`src/rtl/core/gat_pkg.sv`:
```
// Shared types and constants for the grid autotile neighbor mask block.
package gat_pkg;

    localparam int CELL_W       = 8;
    localparam int ROW_IDX_W    = 10;
    localparam int COL_IDX_W    = 6;
    localparam int CFG_INDEX_W  = 2;
    localparam int CFG_DATA_W   = 11;
    localparam int CFG_MODE_W   = 2;
    localparam int CFG_WIDTH_W  = 7;
    localparam int CFG_HEIGHT_W = 11;

    localparam int CFG_WIDTH_RST = 64;

    localparam logic [CFG_INDEX_W-1:0] CFG_IDX_MODE   = 2'd0;
    localparam logic [CFG_INDEX_W-1:0] CFG_IDX_WIDTH  = 2'd1;
    localparam logic [CFG_INDEX_W-1:0] CFG_IDX_HEIGHT = 2'd2;

    localparam logic [CFG_MODE_W-1:0] MODE_OUTDOOR    = 2'd0;
    localparam logic [CFG_MODE_W-1:0] MODE_INDOOR     = 2'd1;
    localparam logic [CFG_MODE_W-1:0] MODE_PLATFORMER = 2'd2;

    // action field: a map cell; anything else is a flush beat
    localparam logic ACT_CELL = 1'b0;

    localparam logic [CELL_W-1:0] CELL_WALL  = 8'h31;  // '1'
    localparam logic [CELL_W-1:0] CELL_EMPTY = 8'h30;  // '0'
    localparam logic [CELL_W-1:0] TILE_BASE  = 8'h40;
    localparam logic [CELL_W-1:0] TILE_BIAS  = 8'h01;

    typedef struct packed {
        logic              action;
        logic [CELL_W-1:0] cell_req;
    } t_in_beat;

    typedef struct packed {
        logic [CELL_W-1:0]    tile;
        logic [ROW_IDX_W-1:0] row_index;
        logic [COL_IDX_W-1:0] column_index;
        logic                 last_of_map;
    } t_out_beat;

    // position of the released cell relative to the map border
    typedef struct packed {
        logic first_col;
        logic last_col;
        logic first_row;
        logic last_row;
    } t_edge;

    // occupancy of the four neighbors as seen inside the map
    typedef struct packed {
        logic left;
        logic up;
        logic right;
        logic down;
    } t_nbr;

endpackage

```
`src/rtl/core/gat_ram.sv`:
```
// Generic simple-dual-port RAM: one write port, two registered read ports.
module gat_ram #(
    parameter int WIDTH = 9,
    parameter int DEPTH = 64
) (
    input  logic                     i_clk,
    input  logic                     i_we,
    input  logic [$clog2(DEPTH)-1:0] i_waddr,
    input  logic [WIDTH-1:0]         i_wdata,
    input  logic                     i_re,
    input  logic [$clog2(DEPTH)-1:0] i_raddr_a,
    input  logic [$clog2(DEPTH)-1:0] i_raddr_b,
    output logic [WIDTH-1:0]         o_rdata_a,
    output logic [WIDTH-1:0]         o_rdata_b
);

    logic [WIDTH-1:0] r_mem [DEPTH];
    logic [WIDTH-1:0] r_rdata_a;
    logic [WIDTH-1:0] r_rdata_b;

    always_ff @(posedge i_clk) begin
        if (i_we) begin
            r_mem[i_waddr] <= i_wdata;
        end
    end

    // read-first; data holds while no read is issued
    always_ff @(posedge i_clk) begin
        if (i_re) begin
            r_rdata_a <= r_mem[i_raddr_a];
            r_rdata_b <= r_mem[i_raddr_b];
        end
    end

    assign o_rdata_a = r_rdata_a;
    assign o_rdata_b = r_rdata_b;

endmodule

```
`src/rtl/core/gat_tile_code.sv`:
```
// Tile code from neighbor occupancy, map edge position and border rule.
module gat_tile_code (
    input  logic [gat_pkg::CELL_W-1:0]     i_cell,
    input  logic [gat_pkg::CFG_MODE_W-1:0] i_mode,
    input  gat_pkg::t_edge                 i_edge,
    input  gat_pkg::t_nbr                  i_nbr,
    output logic [gat_pkg::CELL_W-1:0]     o_tile
);
    import gat_pkg::*;

    logic       lf;
    logic       up;
    logic       rt;
    logic       dn;
    logic [3:0] mask;

    always_comb begin
        lf = !i_edge.first_col && i_nbr.left;
        up = !i_edge.first_row && i_nbr.up;
        rt = !i_edge.last_col  && i_nbr.right;
        dn = !i_edge.last_row  && i_nbr.down;
        unique case (i_mode)
            MODE_INDOOR: begin
                up = up || (i_edge.first_row && !i_edge.last_col && !i_edge.first_col);
                rt = rt || (i_edge.last_col && !i_edge.first_row && !i_edge.last_row);
                dn = dn || (i_edge.last_row && !i_edge.last_col && !i_edge.first_col);
                lf = lf || (i_edge.first_col && !i_edge.first_row && !i_edge.last_row);
            end
            MODE_PLATFORMER: begin
                up = up || i_edge.first_row;
                rt = rt || i_edge.last_col;
                dn = dn || i_edge.last_row;
                lf = lf || i_edge.first_col;
            end
            default: begin
                // outdoor, and the unused code: outside is empty
            end
        endcase
        mask   = {dn, rt, up, lf};
        o_tile = (i_cell == CELL_WALL) ? ((TILE_BASE | {4'b0000, mask}) + TILE_BIAS)
                                       : i_cell;
    end

endmodule

```
`src/rtl/core/grid_autotile_neighbor_mask.sv`:
```
// Top level: raster-order autotiler with a one-row line buffer in RAM.
// A result beat passes the RAM read / stage 1 register, then the output register.
// Throughput: one beat per cycle unless the output stalls; set by the RAM
//   read-modify-write loop.
// Reset: counters and the left-occupancy flag clear, mode = outdoor, width = 64,
//   height = 1. The line buffer RAM is not cleared: every entry is written before use.
module grid_autotile_neighbor_mask #(
    parameter int MAX_WIDTH  = 64,
    parameter int MAX_HEIGHT = 1024
) (
    input  logic                             i_clk,
    input  logic                             i_rst_n,
    // input channel
    input  logic                             i_in_valid,
    output logic                             o_in_stall,
    input  gat_pkg::t_in_beat                i_in_beat,
    // output channel
    output logic                             o_out_valid,
    input  logic                             i_out_stall,
    output gat_pkg::t_out_beat               o_out_beat,
    // configuration write channel
    input  logic                             i_cfg_valid,
    output logic                             o_cfg_ready,
    input  logic [gat_pkg::CFG_INDEX_W-1:0]  i_cfg_index,
    input  logic [gat_pkg::CFG_DATA_W-1:0]   i_cfg_data
);
    import gat_pkg::*;

    // column address, width/height counters able to hold the full size
    localparam int XW     = $clog2(MAX_WIDTH);
    localparam int WCW    = $clog2(MAX_WIDTH + 1);
    localparam int HCW    = $clog2(MAX_HEIGHT + 1);
    localparam int WORD_W = CELL_W + 1;   // {above occupied, pending byte}
    localparam int RST_W  = (MAX_WIDTH < CFG_WIDTH_RST) ? MAX_WIDTH : CFG_WIDTH_RST;

    typedef struct packed {
        logic              wr;     // cell beat: writes the line buffer
        logic              rel;    // releases a cell to the output
        logic              last;   // final cell of the map
        logic              down;   // occupancy of the cell below
        logic [XW-1:0]     x;
        logic [HCW-1:0]    y;
        logic [CELL_W-1:0] cell_byte;
        t_edge             edges;
    } t_s1;

    // ---------------------------------------------------------------
    // Configuration. Width and height are stored already saturated.
    // ---------------------------------------------------------------
    logic [CFG_MODE_W-1:0] r_mode;
    logic [WCW-1:0]        r_w;
    logic [HCW-1:0]        r_h;
    logic [WCW-1:0]        n_w;
    logic [HCW-1:0]        n_h;
    logic                  cfg_we;
    logic                  cfg_mode_we;
    logic                  cfg_w_we;
    logic                  cfg_h_we;
    logic                  cfg_clear;

    assign o_cfg_ready = 1'b1;
    assign cfg_we      = i_cfg_valid && o_cfg_ready;

    always_comb begin
        cfg_mode_we = 1'b0;
        cfg_w_we    = 1'b0;
        cfg_h_we    = 1'b0;
        unique case (i_cfg_index)
            CFG_IDX_MODE:   cfg_mode_we = cfg_we;
            CFG_IDX_WIDTH:  cfg_w_we    = cfg_we;
            CFG_IDX_HEIGHT: cfg_h_we    = cfg_we;
            default: begin
                // unknown register: write dropped
            end
        endcase
    end

    // a new width or height abandons the map in progress
    assign cfg_clear = cfg_w_we || cfg_h_we;

    always_comb begin
        if (i_cfg_data[CFG_WIDTH_W-1:0] == '0) begin
            n_w = WCW'(1);
        end else if (int'(i_cfg_data[CFG_WIDTH_W-1:0]) > MAX_WIDTH) begin
            n_w = WCW'(MAX_WIDTH);
        end else begin
            n_w = WCW'(i_cfg_data[CFG_WIDTH_W-1:0]);
        end
        if (i_cfg_data[CFG_HEIGHT_W-1:0] == '0) begin
            n_h = HCW'(1);
        end else if (int'(i_cfg_data[CFG_HEIGHT_W-1:0]) > MAX_HEIGHT) begin
            n_h = HCW'(MAX_HEIGHT);
        end else begin
            n_h = HCW'(i_cfg_data[CFG_HEIGHT_W-1:0]);
        end
    end

    always_ff @(posedge i_clk) begin
        if (!i_rst_n) begin
            r_mode <= MODE_OUTDOOR;
            r_w    <= WCW'(RST_W);
            r_h    <= HCW'(1);
        end else begin
            if (cfg_mode_we) begin
                r_mode <= i_cfg_data[CFG_MODE_W-1:0];
            end
            if (cfg_w_we) begin
                r_w <= n_w;
            end
            if (cfg_h_we) begin
                r_h <= n_h;
            end
        end
    end

    // ---------------------------------------------------------------
    // Stage 0: decode the beat against the raster counters and issue
    // the line buffer reads at x (self + above) and x+1 (right).
    // ---------------------------------------------------------------
    logic [XW-1:0]  r_col;
    logic [HCW-1:0] r_row;
    logic [XW-1:0]  r_flush;

    logic           in_acc;
    logic           s0_cell;
    logic           s0_cell_ok;
    logic           s0_flush_ok;
    logic           s0_col_last;
    logic           s0_flush_last;
    logic           s0_load;
    logic [XW-1:0]  s0_x;
    logic [HCW-1:0] s0_y;
    logic [XW-1:0]  s0_raddr_b;
    t_s1            s0;

    assign in_acc        = i_in_valid && !o_in_stall;
    assign s0_cell       = (i_in_beat.action == ACT_CELL);
    assign s0_col_last   = (WCW'(r_col) + WCW'(1)) >= r_w;
    assign s0_flush_last = (WCW'(r_flush) + WCW'(1)) >= r_w;
    // cells past the last row and flushes before it are dropped silently
    assign s0_cell_ok    = s0_cell && (r_row < r_h);
    assign s0_flush_ok   = !s0_cell && (r_row >= r_h);
    assign s0_load       = in_acc && (s0_cell_ok || s0_flush_ok);

    assign s0_x       = s0_cell ? r_col : r_flush;
    assign s0_y       = s0_cell ? (r_row - HCW'(1)) : (r_h - HCW'(1));
    assign s0_raddr_b = (s0_x == XW'(MAX_WIDTH - 1)) ? '0 : (s0_x + XW'(1));

    always_comb begin
        s0.wr              = s0_cell;
        s0.rel             = s0_flush_ok || (r_row != '0);
        s0.last            = !s0_cell && s0_flush_last;
        s0.down            = s0_cell && (i_in_beat.cell_req != CELL_EMPTY);
        s0.x               = s0_x;
        s0.y               = s0_y;
        s0.cell_byte       = i_in_beat.cell_req;
        s0.edges.first_col = (s0_x == '0);
        s0.edges.last_col  = s0_cell ? s0_col_last : s0_flush_last;
        s0.edges.first_row = (s0_y == '0);
        // a cell beat only ever releases a row above the last one
        s0.edges.last_row  = !s0_cell;
    end

    always_ff @(posedge i_clk) begin
        if (!i_rst_n) begin
            r_col   <= '0;
            r_row   <= '0;
            r_flush <= '0;
        end else if (cfg_clear) begin
            r_col   <= '0;
            r_row   <= '0;
            r_flush <= '0;
        end else if (s0_load) begin
            if (s0_cell_ok) begin
                if (s0_col_last) begin
                    r_col <= '0;
                    r_row <= r_row + HCW'(1);
                end else begin
                    r_col <= r_col + XW'(1);
                end
            end else if (s0_flush_last) begin
                // end of map: next cell starts a new one
                r_col   <= '0;
                r_row   <= '0;
                r_flush <= '0;
            end else begin
                r_flush <= r_flush + XW'(1);
            end
        end
    end

    // ---------------------------------------------------------------
    // Line buffer: entry x = {occupancy of row y-1, raw byte of row y}.
    // ---------------------------------------------------------------
    logic              r_s1_valid;
    t_s1               r_s1;
    logic              s1_we;
    logic [WORD_W-1:0] s1_wdata;
    logic [WORD_W-1:0] ram_a;
    logic [WORD_W-1:0] ram_b;

    gat_ram #(
        .WIDTH (WORD_W),
        .DEPTH (MAX_WIDTH)
    ) u_line_ram (
        .i_clk     (i_clk),
        .i_we      (s1_we),
        .i_waddr   (r_s1.x),
        .i_wdata   (s1_wdata),
        .i_re      (s0_load),
        .i_raddr_a (s0_x),
        .i_raddr_b (s0_raddr_b),
        .o_rdata_a (ram_a),
        .o_rdata_b (ram_b)
    );

    // ---------------------------------------------------------------
    // Stage 1: tile compute and write-back. The write lands in the same
    // cycle as the next beat's read, so a same-address hit is forwarded
    // (narrow maps: width 1 or 2, and the row wrap).
    // ---------------------------------------------------------------
    logic              r_fwd_a;
    logic              r_fwd_b;
    logic [WORD_W-1:0] r_fwd_word;
    logic              r_left_occ;

    logic              s1_out_free;
    logic              s1_go;
    logic [WORD_W-1:0] word_a;
    logic [WORD_W-1:0] word_b;
    logic [CELL_W-1:0] s1_cur;
    logic              s1_cur_occ;
    t_nbr              s1_nbr;
    logic [CELL_W-1:0] s1_tile;

    logic              r_out_valid;
    t_out_beat         r_out;

    assign s1_out_free = !r_out_valid || !i_out_stall;
    // beats that only fill row 0 never wait on the output register
    assign s1_go       = r_s1_valid && (!r_s1.rel || s1_out_free);
    assign o_in_stall  = r_s1_valid && !s1_go;

    assign word_a     = r_fwd_a ? r_fwd_word : ram_a;
    assign word_b     = r_fwd_b ? r_fwd_word : ram_b;
    assign s1_cur     = word_a[CELL_W-1:0];
    assign s1_cur_occ = (s1_cur != CELL_EMPTY);

    assign s1_nbr.left  = r_left_occ;
    assign s1_nbr.up    = word_a[CELL_W];
    assign s1_nbr.right = (word_b[CELL_W-1:0] != CELL_EMPTY);
    assign s1_nbr.down  = r_s1.down;

    assign s1_we    = s1_go && r_s1.wr;
    assign s1_wdata = {s1_cur_occ, r_s1.cell_byte};

    gat_tile_code u_tile_code (
        .i_cell (s1_cur),
        .i_mode (r_mode),
        .i_edge (r_s1.edges),
        .i_nbr  (s1_nbr),
        .o_tile (s1_tile)
    );

    always_ff @(posedge i_clk) begin
        if (!i_rst_n) begin
            r_s1_valid <= 1'b0;
        end else if (s0_load) begin
            r_s1_valid <= 1'b1;
        end else if (s1_go || in_acc) begin
            r_s1_valid <= 1'b0;
        end
    end

    always_ff @(posedge i_clk) begin
        if (s0_load) begin
            r_s1       <= s0;
            r_fwd_a    <= s1_we && (r_s1.x == s0_x);
            r_fwd_b    <= s1_we && (r_s1.x == s0_raddr_b);
            r_fwd_word <= s1_wdata;
        end
    end

    always_ff @(posedge i_clk) begin
        if (!i_rst_n) begin
            r_left_occ <= 1'b0;
        end else if (cfg_clear) begin
            r_left_occ <= 1'b0;
        end else if (s1_go && r_s1.rel) begin
            r_left_occ <= s1_cur_occ && !r_s1.last;
        end
    end

    // ---------------------------------------------------------------
    // Output register
    // ---------------------------------------------------------------
    always_ff @(posedge i_clk) begin
        if (!i_rst_n) begin
            r_out_valid <= 1'b0;
        end else if (s1_go && r_s1.rel) begin
            r_out_valid <= 1'b1;
        end else if (!i_out_stall) begin
            r_out_valid <= 1'b0;
        end
    end

    always_ff @(posedge i_clk) begin
        if (s1_go && r_s1.rel) begin
            r_out.tile         <= s1_tile;
            r_out.row_index    <= ROW_IDX_W'(r_s1.y);
            r_out.column_index <= COL_IDX_W'(r_s1.x);
            r_out.last_of_map  <= r_s1.last;
        end
    end

    assign o_out_valid = r_out_valid;
    assign o_out_beat  = r_out;

    // ---------------------------------------------------------------
    // Checks
    // ---------------------------------------------------------------
    a_col_in_map: assert property (@(posedge i_clk) disable iff (!i_rst_n)
        (WCW'(r_col) < r_w) && (WCW'(r_flush) < r_w))
        else $error("raster column beyond map width");

    a_row_bound: assert property (@(posedge i_clk) disable iff (!i_rst_n)
        r_row <= r_h)
        else $error("row counter beyond map height");

    a_flush_after_rows: assert property (@(posedge i_clk) disable iff (!i_rst_n)
        (r_flush != '0) |-> (r_row == r_h))
        else $error("flush in progress before the last row arrived");

    a_release_lands: assert property (@(posedge i_clk) disable iff (!i_rst_n)
        (s1_go && r_s1.rel) |=> r_out_valid)
        else $error("released cell did not reach the output register");

endmodule

```
`config.mk`:
```
export PLATFORM = sky130hd
export DESIGN_NAME = grid_autotile_neighbor_mask
export DESIGN_NICKNAME = d
export VERILOG_FILES = /design/src/rtl/core/gat_pkg.sv /design/src/rtl/core/gat_ram.sv /design/src/rtl/core/gat_tile_code.sv /design/src/rtl/core/grid_autotile_neighbor_mask.sv
export SDC_FILE = /design/constraint.sdc
export NUM_CORES = 1
export LEC_CHECK = 0
export BUFFER_PORTS_ARGS = -buffer_cell sky130_fd_sc_hd__buf_2
export CORE_MARGIN = 5
export CORE_UTILIZATION = 40
export CTS_CLUSTER_DIAMETER = 60
export CTS_CLUSTER_SIZE = 30
export DETAILED_ROUTE_END_ITERATION = 7
export GPL_TIMING_DRIVEN = 1
export REMOVE_ABC_BUFFERS = 1
export SYNTH_ARGS = -nofsm -noshare
export SYNTH_HDL_FRONTEND = slang
export SYNTH_SLANG_ARGS = --single-unit
```
`constraint.sdc`:
```
create_clock -name i_clk -period 7.7 [get_ports i_clk]
set_clock_uncertainty 0.1 [all_clocks]
set_input_delay 0.385 -clock i_clk [delete_from_list [all_inputs] [get_ports i_clk]]
set_output_delay 0.385 -clock i_clk [all_outputs]
set_load 0.1 [all_outputs]
```
Yosys cells after proc, flatten, opt, wreduce, memory -nomap -nowiden
Memory sizes are Yosys's and may differ from the RTL's. A register that Yosys moved wholly into a read port is not among the register bits.
Cells that the tools add are included.
Operators by class
  add/subtract/negate cells: 9
  multipliers: 0
  div/mod/pow operators: 0
  order comparisons: 6
  equal/unequal tests: 13
  shift-type cells: 0
  mux-type cells: 31
  bitwise logic cells: 3
  reduce and logical (&&, ||, !) cells: 61
Operators with widths (number)
  11-bit two-way mux: 6
  6-bit two-way mux: 6
  1-bit logical AND: 25
  8-bit by 6-bit inequality test with 1-bit output, second input constant: 3
  11-bit zero test: 2
  11-bit by 1-bit subtractor with 11-bit output, second input constant: 2
  6-bit by 1-bit adder with 6-bit output, second input constant: 3
  8-bit two-way mux: 2
  6-bit by 1-bit adder with 7-bit output, second input constant: 2
  7-bit greater-or-equal comparator: 2
  1-bit logical OR: 14
  7-bit two-way mux: 2
  6-bit == test: 2
  11-bit by 1-bit adder with 11-bit output, second input constant: 1
  11-bit greater-or-equal comparator: 1
  11-bit greater-than comparator, second input constant: 1
  11-bit < comparator: 1
  11-bit nonzero test: 1
  1-bit zero test: 10
  1-bit two-way mux: 10
  9-bit two-way mux: 1
  7-bit by 1-bit adder with 8-bit output, second input constant: 1
  8-bit by 6-bit == test with 1-bit output, second input constant: 1
  1-bit one-hot mux with 2 select lines: 4
  13 further kinds: 20
Word-level totals
  register bits after elaboration: 114
  bits in latches: 0
  bits in writable memories: 576
  memory bits (read-only): 0
  input bits: 27
  output and inout port bits: 28
  logic and storage cells: 151
  memories: 1
Memories
  u_line_ram.r_mem: depth 64, bits a word 9, read ports 2, clocked after memory_dff 2, write ports 1, line gat_ram.sv:17  | logic [WIDTH-1:0] r_mem [DEPTH];

Logic depth before layout (Yosys ltp)
Gate-level depths: netlist of run 1.
  depth in word-level cells: 11
  gate-level depth with buffers: 18
  mapped depth without buffers: 11

By module
From an unflattened synthesis of run 1, not the netlist that was laid out.
Second synthesis, totals
  cell total of the unflattened synthesis: 1974
  area total of the unflattened synthesis: 33732.4 um^2
Modules (own cells, without submodules)
  gat_ram: times used 1, cells each 1381, area an instance 27561.4 um^2, sequential area each 17837.1 um^2
  grid_autotile_neighbor_mask: times used 1, cells each 560, area an instance 5925.7 um^2, sequential area each 2962.8 um^2
  gat_tile_code: times used 1, cells each 33, area an instance 245.2 um^2, sequential area each 0.0 um^2

Worst setup path before layout of run 1
Ideal clock, no wire load.
  path type: flip-flop to flip-flop
  start: register r_h[9]
  end: register r_fwd_a, enable pin
  library setup time: 498 ps
  arrival: 4770 ps
  data required time: 7102 ps
  slack: 2332 ps
  stages on the path, launching flop included: 9
  path buffers: 1
  period minus slack after synthesis: 5368 ps
  cell sequence: dfxtp_1 inv_1 ha_1 a21o_1 a21o_1 or3_1 or2_2 clkbuf_1 a21oi_1
On the way
  longest elaborated chain between the ends: 4
  elaborated cells between the ends (all ways): 6
  those cells by class: order compare (2); reduce/logical (4)
Ends and longest elaborated chain
  from (decl): line grid_autotile_neighbor_mask.sv:52  | logic [HCW-1:0] r_h;
  from (signal assigned): line grid_autotile_neighbor_mask.sv:111  | r_h <= n_h;
  11-bit < comparator / 11-bit greater-or-equal comparator (equally long branches): line grid_autotile_neighbor_mask.sv:141, grid_autotile_neighbor_mask.sv:142
  1-bit logical AND, on equally long branches: line grid_autotile_neighbor_mask.sv:141, grid_autotile_neighbor_mask.sv:142
  1-bit logical OR (*): line grid_autotile_neighbor_mask.sv:143  | assign s0_load = in_acc && (s0_cell_ok || s0_flush_ok);
  1-bit logical AND (*): line grid_autotile_neighbor_mask.sv:143
  net s0_load: line grid_autotile_neighbor_mask.sv:130  | logic s0_load;
  to (signal assigned): line grid_autotile_neighbor_mask.sv:278  | r_fwd_a <= s1_we && (r_s1.x == s0_x);
  to (decl): line grid_autotile_neighbor_mask.sv:222  | logic r_fwd_a;
The timed path passes the listed nets; every way through them passes the cells marked *.
A chain may end at the register's enable or synchronous reset.

Worst setup path after layout of run 1
  start: register r_col[0]
  end: register u_line_ram.r_rdata_b[5] (netlist: u_line_ram.o_rdata_b[5]), read port of u_line_ram.r_mem, data pin
On the way
  longest elaborated chain between the ends: 3
  elaborated cells between the ends (all ways): 4
  those cells by class: add/sub (1); eq/ne (1); mux (2)
Ends and longest elaborated chain
  from (decl): line grid_autotile_neighbor_mask.sv:120  | logic [XW-1:0] r_col;
  from (signal assigned): line grid_autotile_neighbor_mask.sv:179  | r_col <= r_col + XW'(1);
  6-bit two-way mux (*): line grid_autotile_neighbor_mask.sv:145  | assign s0_x = s0_cell ? r_col : r_flush;
  6-bit by 1-bit adder with 6-bit output / 6-bit == test (equally long branches): line grid_autotile_neighbor_mask.sv:147  | assign s0_raddr_b = (s0_x == XW'(MAX_WIDTH - 1)) ? '0 : (s0_x + XW'(1));
  6-bit two-way mux (*): line grid_autotile_neighbor_mask.sv:147
  to (decl): line gat_ram.sv:19  | logic [WIDTH-1:0] r_rdata_b;
Every way passes the cells marked *; elsewhere a longest branch is shown, timed or not.

==> results of run 1 <==
## final cells by class
class | instances | share of cell area
inverters | 34 | 0.00372
clock buffers | 56 | 0.0368
multi-input cells | 1798 | 0.323
well taps | 1080 | 0.0366
repair buffers | 114 | 0.0230
clock inverters | 42 | 0.0147
flip-flops and latches | 707 | 0.562
## metrics by stage
stage | setup slack (ns) | instance area, µm² | total power, mW | TNS (ns) | hold WS [ns]
after CTS | 2.69 | 37000 | 7.82 | 0 | 0.0253
after detailed placement | 2.32 | 34900 | 4.84 | 0 | 0.305
final | 2.64 | 37000 | 7.79 | 0 | 0.0583
after global routing | 2.46 | 37000 | 8.02 | 0 | 0.0579
after floorplan | -15.57 | 32800 | 4.71 | -250.79 | 0.300
after global placement | 2.40 | 34900 | 4.83 | 0 | 0.302
## sequential cells by signal (all words and copies together) (netlist names)
name,cells
r_fwd_word,9
r_s1,32
r_col,6
o_out_valid,1
r_h,11
r_left_occ,1
r_w,7
r_flush,6
u_line_ram.o_rdata_a,9
u_line_ram.r_mem,576
r_mode,2
r_fwd_a,1
u_line_ram.o_rdata_b,8
o_out_beat,25
r_s1_valid,1
r_fwd_b,1
r_row,11
## routing by layer
metal | up-vias | track usage | wire (µm)
met4 | 4 | 0.0745 | 3650
li1 | 10300 | - | -
met5 | - | 0 | 31
met2 | 1351 | 0.354 | 48200
met1 | 11900 | 0.302 | 40700
met3 | 203 | 0.0408 | 9850
## worst register-to-register path, delay by kind of cell (launching register included)
family / cells / cell delay (ns)
flip-flops: 1 / 0.41
adder cells (fa/ha/maj): 1 / 0.81
AO/OA/AOI/OAI: 1 / 0.63
buffers and inverters: 3 / 1.78
AND/OR/NAND/NOR: 2 / 0.40
multiplexers: 2 / 0.72
## power by group
part | switching, mW | leakage, nW | internal (mW)
sequential | 0.0218 | 6.14 | 4.22
clock | 1.58 | 0.907 | 1.43
combinational | 0.354 | 5.09 | 0.176
## cell families (layout without fill, tap and decap cells)
kind of cell / count (synthesis) / in the layout / share of synthesized area
other: 1 / 1 / 0.000111
xor gates and xnor gates: 36 / 36 / 0.00937
DFF: 707 / 707 / 0.617
and+or+nand+nor: 1259 / 1259 / 0.168
AOI/OAI and AO/OA: 307 / 307 / 0.0668
adders and majority gates: 36 / 36 / 0.0133
muxes: 159 / 159 / 0.0952
buffers and inverters: 231 / 246 / 0.0300
## worst paths after layout
kind | start | slack (ns) | to
min reg2reg | r_s1[18] | 0.32 | o_out_beat[13]
max reg2reg | r_col[0] | 2.64 | u_line_ram.o_rdata_b[5]
max | r_col[0] | 2.64 | u_line_ram.o_rdata_b[5]
min | i_cfg_data[6] | 0.06 | r_h[6]
## placed cells by master (no fill, tap or decap), types with 23 or more instances in the layout
cell / count
sky130_fd_sc_hd__nand2_1: 650
sky130_fd_sc_hd__nand3_1: 269
sky130_fd_sc_hd__mux4_2: 126
sky130_fd_sc_hd__mux2i_1: 23
sky130_fd_sc_hd__a311oi_1: 105
sky130_fd_sc_hd__clkbuf_16: 54
sky130_fd_sc_hd__a21oi_1: 44
sky130_fd_sc_hd__ha_1: 34
sky130_fd_sc_hd__and3_1: 59
sky130_fd_sc_hd__dfxtp_1: 46
sky130_fd_sc_hd__nor2_1: 116
sky130_fd_sc_hd__inv_1: 29
sky130_fd_sc_hd__buf_2: 53
sky130_fd_sc_hd__nor3_1: 59
sky130_fd_sc_hd__xnor2_1: 26
sky130_fd_sc_hd__a31oi_1: 35
sky130_fd_sc_hd__edfxtp_1: 661
sky130_fd_sc_hd__o21ai_0: 36
sky130_fd_sc_hd__buf_4: 34
==> Flow_metrics.wiki, run 1 <==
{| class="wikitable"
! Metric !! Value
|-
| Start-to-end type of the worst setup path || flop to flop
|-
| Max capacitance violation total || 0
|-
| Floorplan die height || 300 µm
|-
| Crit path capture type || flop
|-
| Area of the multi-input gates || 0.0120 mm²
|-
| Detailed-route wire length || 102000 µm
|-
| Remaining antenna violation count || 0
|-
| Area of the die || 0.0900 mm²
|-
| Iteration-0 DRC count of the detailed router || 2946
|-
| Stage delay of the slowest cell on the critical path || 0.80 ns
|-
| Final Setup Violations || 0
|-
| Cell with the largest stage delay on the worst path || sky130_fd_sc_hd__buf_4
|-
| Unrepaired setup endpoints after global routing || false
|-
| Number of synthesized register bits || 707
|-
| # H-tree levels || 2
|-
| Starting Density || 0.403
|-
| Async set or reset register ratio after synthesis || 0
|-
| Top cell type by total area after synthesis || sky130_fd_sc_hd__edfxtp_1
|-
| Number of global-route vias before repair || 22600
|-
| Placed instance count || 3712
|-
| Total standard cell area after synthesis || 0.0336 mm²
|-
| Die width || 300 µm
|-
| Fillers || 7393
|-
| Post-synthesis sequential area ratio || 0.617
|-
| Synth unique cells || 66
|-
| Post-layout net count || 2769
|-
| Data required time of the critical path || 8.00 ns
|-
| Minimum period implied by the final worst setup slack || 5.06 ns
|-
| Highest clock rate || 0.197 GHz
|-
| Leakage power total || 12.1 nW
|-
| Synth top area cells || sky130_fd_sc_hd__edfxtp_1 (59%), sky130_fd_sc_hd__mux4_2 (8.4%), sky130_fd_sc_hd__nand2_1 (7.3%)
|-
| Slew of the pin with the lowest slew margin || 1.24 ns
|-
| Worst vdd ir || 0.175 mV
|-
| Residual DRC || 0
|-
| Longest Clk Path Bufs || 3
|-
| Top-area cell type share of the netlist area || 0.590
|-
| Port-buffer cells || 53
|-
| Highest net fanout along the worst path || 166
|-
| Levels on crit path || 9
|-
| Count of buffer and inverter cells on the critical path || 3
|-
| Clock tree from TritonCTS || done
|-
| Class of the most critical hold timing path || input pin to flop
|-
| Ant. Diodes || 0
|-
| Number of warnings reported in the yosys synthesis log || 0
|-
| Depth of the worst register-to-register path || 9
|-
| Cell type group with the largest total delay on the critical path || buffers and inverters
|-
| Wirelength per Cell || 26.7 µm
|-
| Run status || completed
|-
| Boundary Pins || 55
|-
| Clock latency on the worst-skew pair || 0.64 ns
|-
| Post-CTS setup buffer count || 0
|-
| EDFF count, synth || 661
|-
| Largest net degree at the start of global routing || 167
|-
| Cells along the critical path || mux2i_4 > buf_12 > buf_4 > ha_4 > buf_12 > mux4_2 > o32ai_1 > nor3_1 > and4_1
|-
| Overflow left after global routing || 0
|-
| Row count || 106
|-
| Core Region || 0.0836 mm²
|-
| Clock transition at path regs || 0.09 ns
|-
| Global-route wire length before repair || 150000 µm
|-
| Data arrival at the endpoint of the critical path || 5.36 ns
|-
| Number of antenna violations at the first check in global routing || 2
|-
| Count of pins over their slew limit || 0
|-
| Hold path cells || 2
|-
| Number of hold buffers added after cts || 21
|-
| Ranking of synthesized cells by instance count || sky130_fd_sc_hd__edfxtp_1 (661), sky130_fd_sc_hd__nand2_1 (651), sky130_fd_sc_hd__nand3_1 (269), sky130_fd_sc_hd__mux4_2 (126), sky130_fd_sc_hd__clkbuf_1 (119)
|-
| Number of clock buffers inserted by TritonCTS || 52
|-
| Type of element launching the critical path || flop
|-
| Routability congestion estimate from global placement || 0.895
|-
| CP dominant cell by count || sky130_fd_sc_hd__buf_12
|-
| Max transition margin || 0.171
|-
| Post-route non-filler standard cell count || 3831
|-
| Post-Syn Area per Cell || 12.3 µm²
|-
| Proportion of layout cells with a drive suffix above 1 || 0.126
|-
| Tot GR Track Use || 0.220
|-
| Crit share post-route || 0.658
|-
| Gate Count Post-Synth || 2736
|-
| Clk sink count || 707
|-
| Detailed-route vias per instance || 6.20
|-
| Post-CTS sizing || 0
|-
| Area grow syn2layout || 9.89%
|-
| Number of failing hold endpoints at the final stage || 0
|-
| Top flip-flop cell by instance count after synthesis || sky130_fd_sc_hd__edfxtp_1
|-
| Total area of sequential cells || 0.0208 mm²
|-
| Pwr Density || 211 mW/mm²
|-
| Vias || 23800
|-
| Post-Route Utilization || 0.442
|-
| HPWL reported at the end of detailed placement || 62700 µm
|-
| First-pass iteration count of the detailed router || 8
|-
| Library cell with the highest instance count after synthesis || sky130_fd_sc_hd__edfxtp_1
|-
| Root Buffer || sky130_fd_sc_hd__clkbuf_16
|}
No activity file was read; power rests on OpenSTA's default activity.
==> run 2, diff against run 1 <==
==> constraint.sdc (replaced) <==
create_clock -name i_clk -period 4.8 [get_ports i_clk]
set_clock_uncertainty 0.1 [all_clocks]
set_input_delay 0.24 -clock i_clk [delete_from_list [all_inputs] [get_ports i_clk]]
set_output_delay 0.24 -clock i_clk [all_outputs]
set_load 0.1 [all_outputs]
==> run 2 against run 1 <==
Against the previous run: via count rose by 0.21%; highest routed layer unchanged; routed wire length up 0.91%; fmax up 17%; register-to-register slack lost 2.2 ns; die area is the same; sequential share of layout area down 0.65 points; largest power group unchanged; flip-flop and latch count stayed put; clock-buffer cell count decreased by 4; critical path depth did not move; clock power increased by 61%; non-clock buffer count rose by 45; first-iteration DRC count increased by 2.2%.
==> Flow_metrics.wiki, run 2 (synthesis results as in run 1) <==
{| class="wikitable"
! Metric !! Value
|-
| R2R Path End || u_line_ram.o_rdata_b[2]
|-
| Core Region || 0.0836 mm²
|-
| Max FFs per register || 576
|-
| Row count || 106
|-
| Boundary Pins || 55
|-
| Run status || completed
|-
| Port-buffer cells || 53
|-
| Post-Route Utilization || 0.448
|-
| Crit share post-route || 0.901
|-
| Area grow syn2layout || 11.2%
|-
| HPWL reported at the end of detailed placement || 64800 µm
|-
| Class of the most critical hold timing path || input pin to flop
|-
| Tot GR Track Use || 0.223
|-
| Clock tree from TritonCTS || done
|-
| Slew of the pin with the lowest slew margin || 1.27 ns
|-
| Iteration-0 DRC count of the detailed router || 3011
|-
| Start-to-end type of the worst setup path || flop to flop
|-
| Post-CTS setup buffer count || 0
|-
| Count of buffer and inverter cells on the critical path || 2
|-
| Reg-to-reg slack, setup || 0.48 ns
|-
| Residual DRC || 0
|-
| Proportion of layout cells with a drive suffix above 1 || 0.135
|-
| Detailed-route vias per instance || 6.15
|-
| Type of element launching the critical path || flop
|-
| Max capacitance violation total || 0
|-
| Fillers || 7443
|-
| Wirelength per Cell || 26.7 µm
|-
| Highest clock rate || 0.231 GHz
|-
| Unrepaired setup endpoints after global routing || false
|-
| Worst vdd ir || 0.348 mV
|-
| Largest net degree at the start of global routing || 191
|-
| Data required time of the critical path || 5.08 ns
|-
| Longest Clk Path Bufs || 3
|-
| Placement-stage cell area || 0.0352 mm²
|-
| Final hold slack || 0.222 ns
|-
| Area of the die || 0.0900 mm²
|-
| Cells along the critical path || mux2i_4 > buf_12 > ha_4 > buf_4 > mux4_2 > and2_1 > a211oi_1 > a31oi_1 > and4_1
|-
| Depth of the worst register-to-register path || 9
|-
| Min-delay src || i_cfg_valid
|-
| Number of antenna violations at the first check in global routing || 4
|-
| Area of the multi-input gates || 0.0120 mm²
|-
| Clock latency on the worst-skew pair || 0.63 ns
|-
| Stage delay of the slowest cell on the critical path || 0.64 ns
|-
| Highest net fanout along the worst path || 146
|-
| First-pass iteration count of the detailed router || 6
|-
| Die width || 300 µm
|-
| Leakage power total || 12.4 nW
|-
| Cell type group with the largest total delay on the critical path || buffers and inverters
|-
| Register with the most flip-flops || u_line_ram.r_mem
|-
| Overflow left after global routing || 0
|-
| # H-tree levels || 2
|-
| Floorplan die height || 300 µm
|-
| Total negative slack for setup checks || 0 ns
|-
| Hold path cells || 4
|-
| Count of pins over their slew limit || 0
|-
| Post-route cell area || 0.0374 mm²
|-
| Max transition margin || 0.152
|-
| Clock transition at path regs || 0.09 ns
|-
| Power after layout || 12.5 mW
|-
| Minimum period implied by the final worst setup slack || 4.32 ns
|-
| Routability congestion estimate from global placement || 0.983
|-
| Pwr Density || 335 mW/mm²
|-
| Starting Density || 0.403
|-
| Number of failing hold endpoints at the final stage || 0
|-
| Crit path capture type || flop
|-
| Clk sink count || 707
|-
| FF-to-FF Start || r_col[0]
|-
| Root Buffer || sky130_fd_sc_hd__clkbuf_16
|-
| Number of global-route vias before repair || 22800
|-
| Global-route wire length before repair || 153000 µm
|-
| Remaining antenna violation count || 0
|-
| Data arrival at the endpoint of the critical path || 4.60 ns
|-
| Cell with the largest stage delay on the worst path || sky130_fd_sc_hd__ha_4
|-
| Commonest cells after routing, fill and taps aside || sky130_fd_sc_hd__edfxtp_1 (661), sky130_fd_sc_hd__nand2_1 (650), sky130_fd_sc_hd__nand3_1 (269)
|-
| Total area of sequential cells || 0.0208 mm²
|-
| Number of clock buffers inserted by TritonCTS || 50
|-
| Most common cell after layout, fill and taps aside || sky130_fd_sc_hd__edfxtp_1
|-
| Detailed-route wire length || 103000 µm
|-
| Vias || 23800
|-
| Post-layout net count || 2812
|-
| Hold-critical path endpoint || r_h[3]
|-
| Final Setup Violations || 0
|}
[run 2: cell types whose count changed in the layout (fill, tap and decap cells not counted), moves of 4 or more]
cell                            change
sky130_fd_sc_hd__clkinv_16          +4
sky130_fd_sc_hd__dlygate4sd3_1      +9
sky130_fd_sc_hd__buf_12             +5
sky130_fd_sc_hd__buf_4             +31
[run 2: tightest hold or removal path: cells and delay by family]
kind | cells | cell delay, ns
buf+inv | 1 | 0.11
simple gates | 1 | 0.17
compound gates | 2 | 0.39
[run 2: what timing repair did]
item | in CTS | in global routing
hold buffers | 30 | 0
resized for setup | 0 | 0
endpoints found under the hold margin | 30 | 0
endpoints found under the setup margin | 0 | 0
[run 2: worst max path at each step]
stage | from | endpoint | slack (ns) | depth (start not counted)
finish | r_col[0] | u_line_ram.o_rdata_b[2] | 0.48 | 9
detailed placement | i_in_beat[8] | u_line_ram.o_rdata_b[2] | 0.31 | 10
global route | r_col[0] | u_line_ram.o_rdata_b[2] | 0.40 | 9
CTS | r_col[0] | u_line_ram.o_rdata_b[2] | 0.55 | 9
global placement | i_in_beat[8] | u_line_ram.o_rdata_b[2] | 0.31 | 10
floorplan | r_flush[0] | u_line_ram.o_rdata_b[7] | -18.42 | 10
[run 2: cell type report]
| class | count | share of cell area |
|---|---|---|
| flip-flops and latches | 707 | 0.555 |
| multi-input cells | 1798 | 0.320 |
| well taps | 1080 | 0.0361 |
| clock buffers | 52 | 0.0342 |
| repair buffers | 159 | 0.0341 |
| clock inverters | 39 | 0.0167 |
| inverters | 34 | 0.00368 |
| diodes | 2 | 0.000134 |
[run 2: layer usage]
metal	share of wire	wire, µm	vias up	track usage
li1	-	-	10400	-
met1	0.40	41500	11900	0.310
met2	0.46	47400	1362	0.352
met3	0.10	10500	213	0.0466
met4	0.039	4020	2	0.0802
met5	0.00013	13	-	0
[run 2: metrics by stage]
stage / setup WS [ns] / cells
final: 0.475 / 3871
after global routing: 0.399 / 3869
after CTS: 0.552 / 3869
after detailed placement: 0.311 / 3748
after global placement: 0.306 / 3748
after floorplan: -18.42 / 2539
[run 2: power by group]
part | total (mW) | internal [mW] | switching [mW]
logic | 0.858 | 0.293 | 0.565
registers | 6.82 | 6.77 | 0.0500
clock network | 4.85 | 2.31 | 2.54
total | 12.5 | 9.37 | 3.16
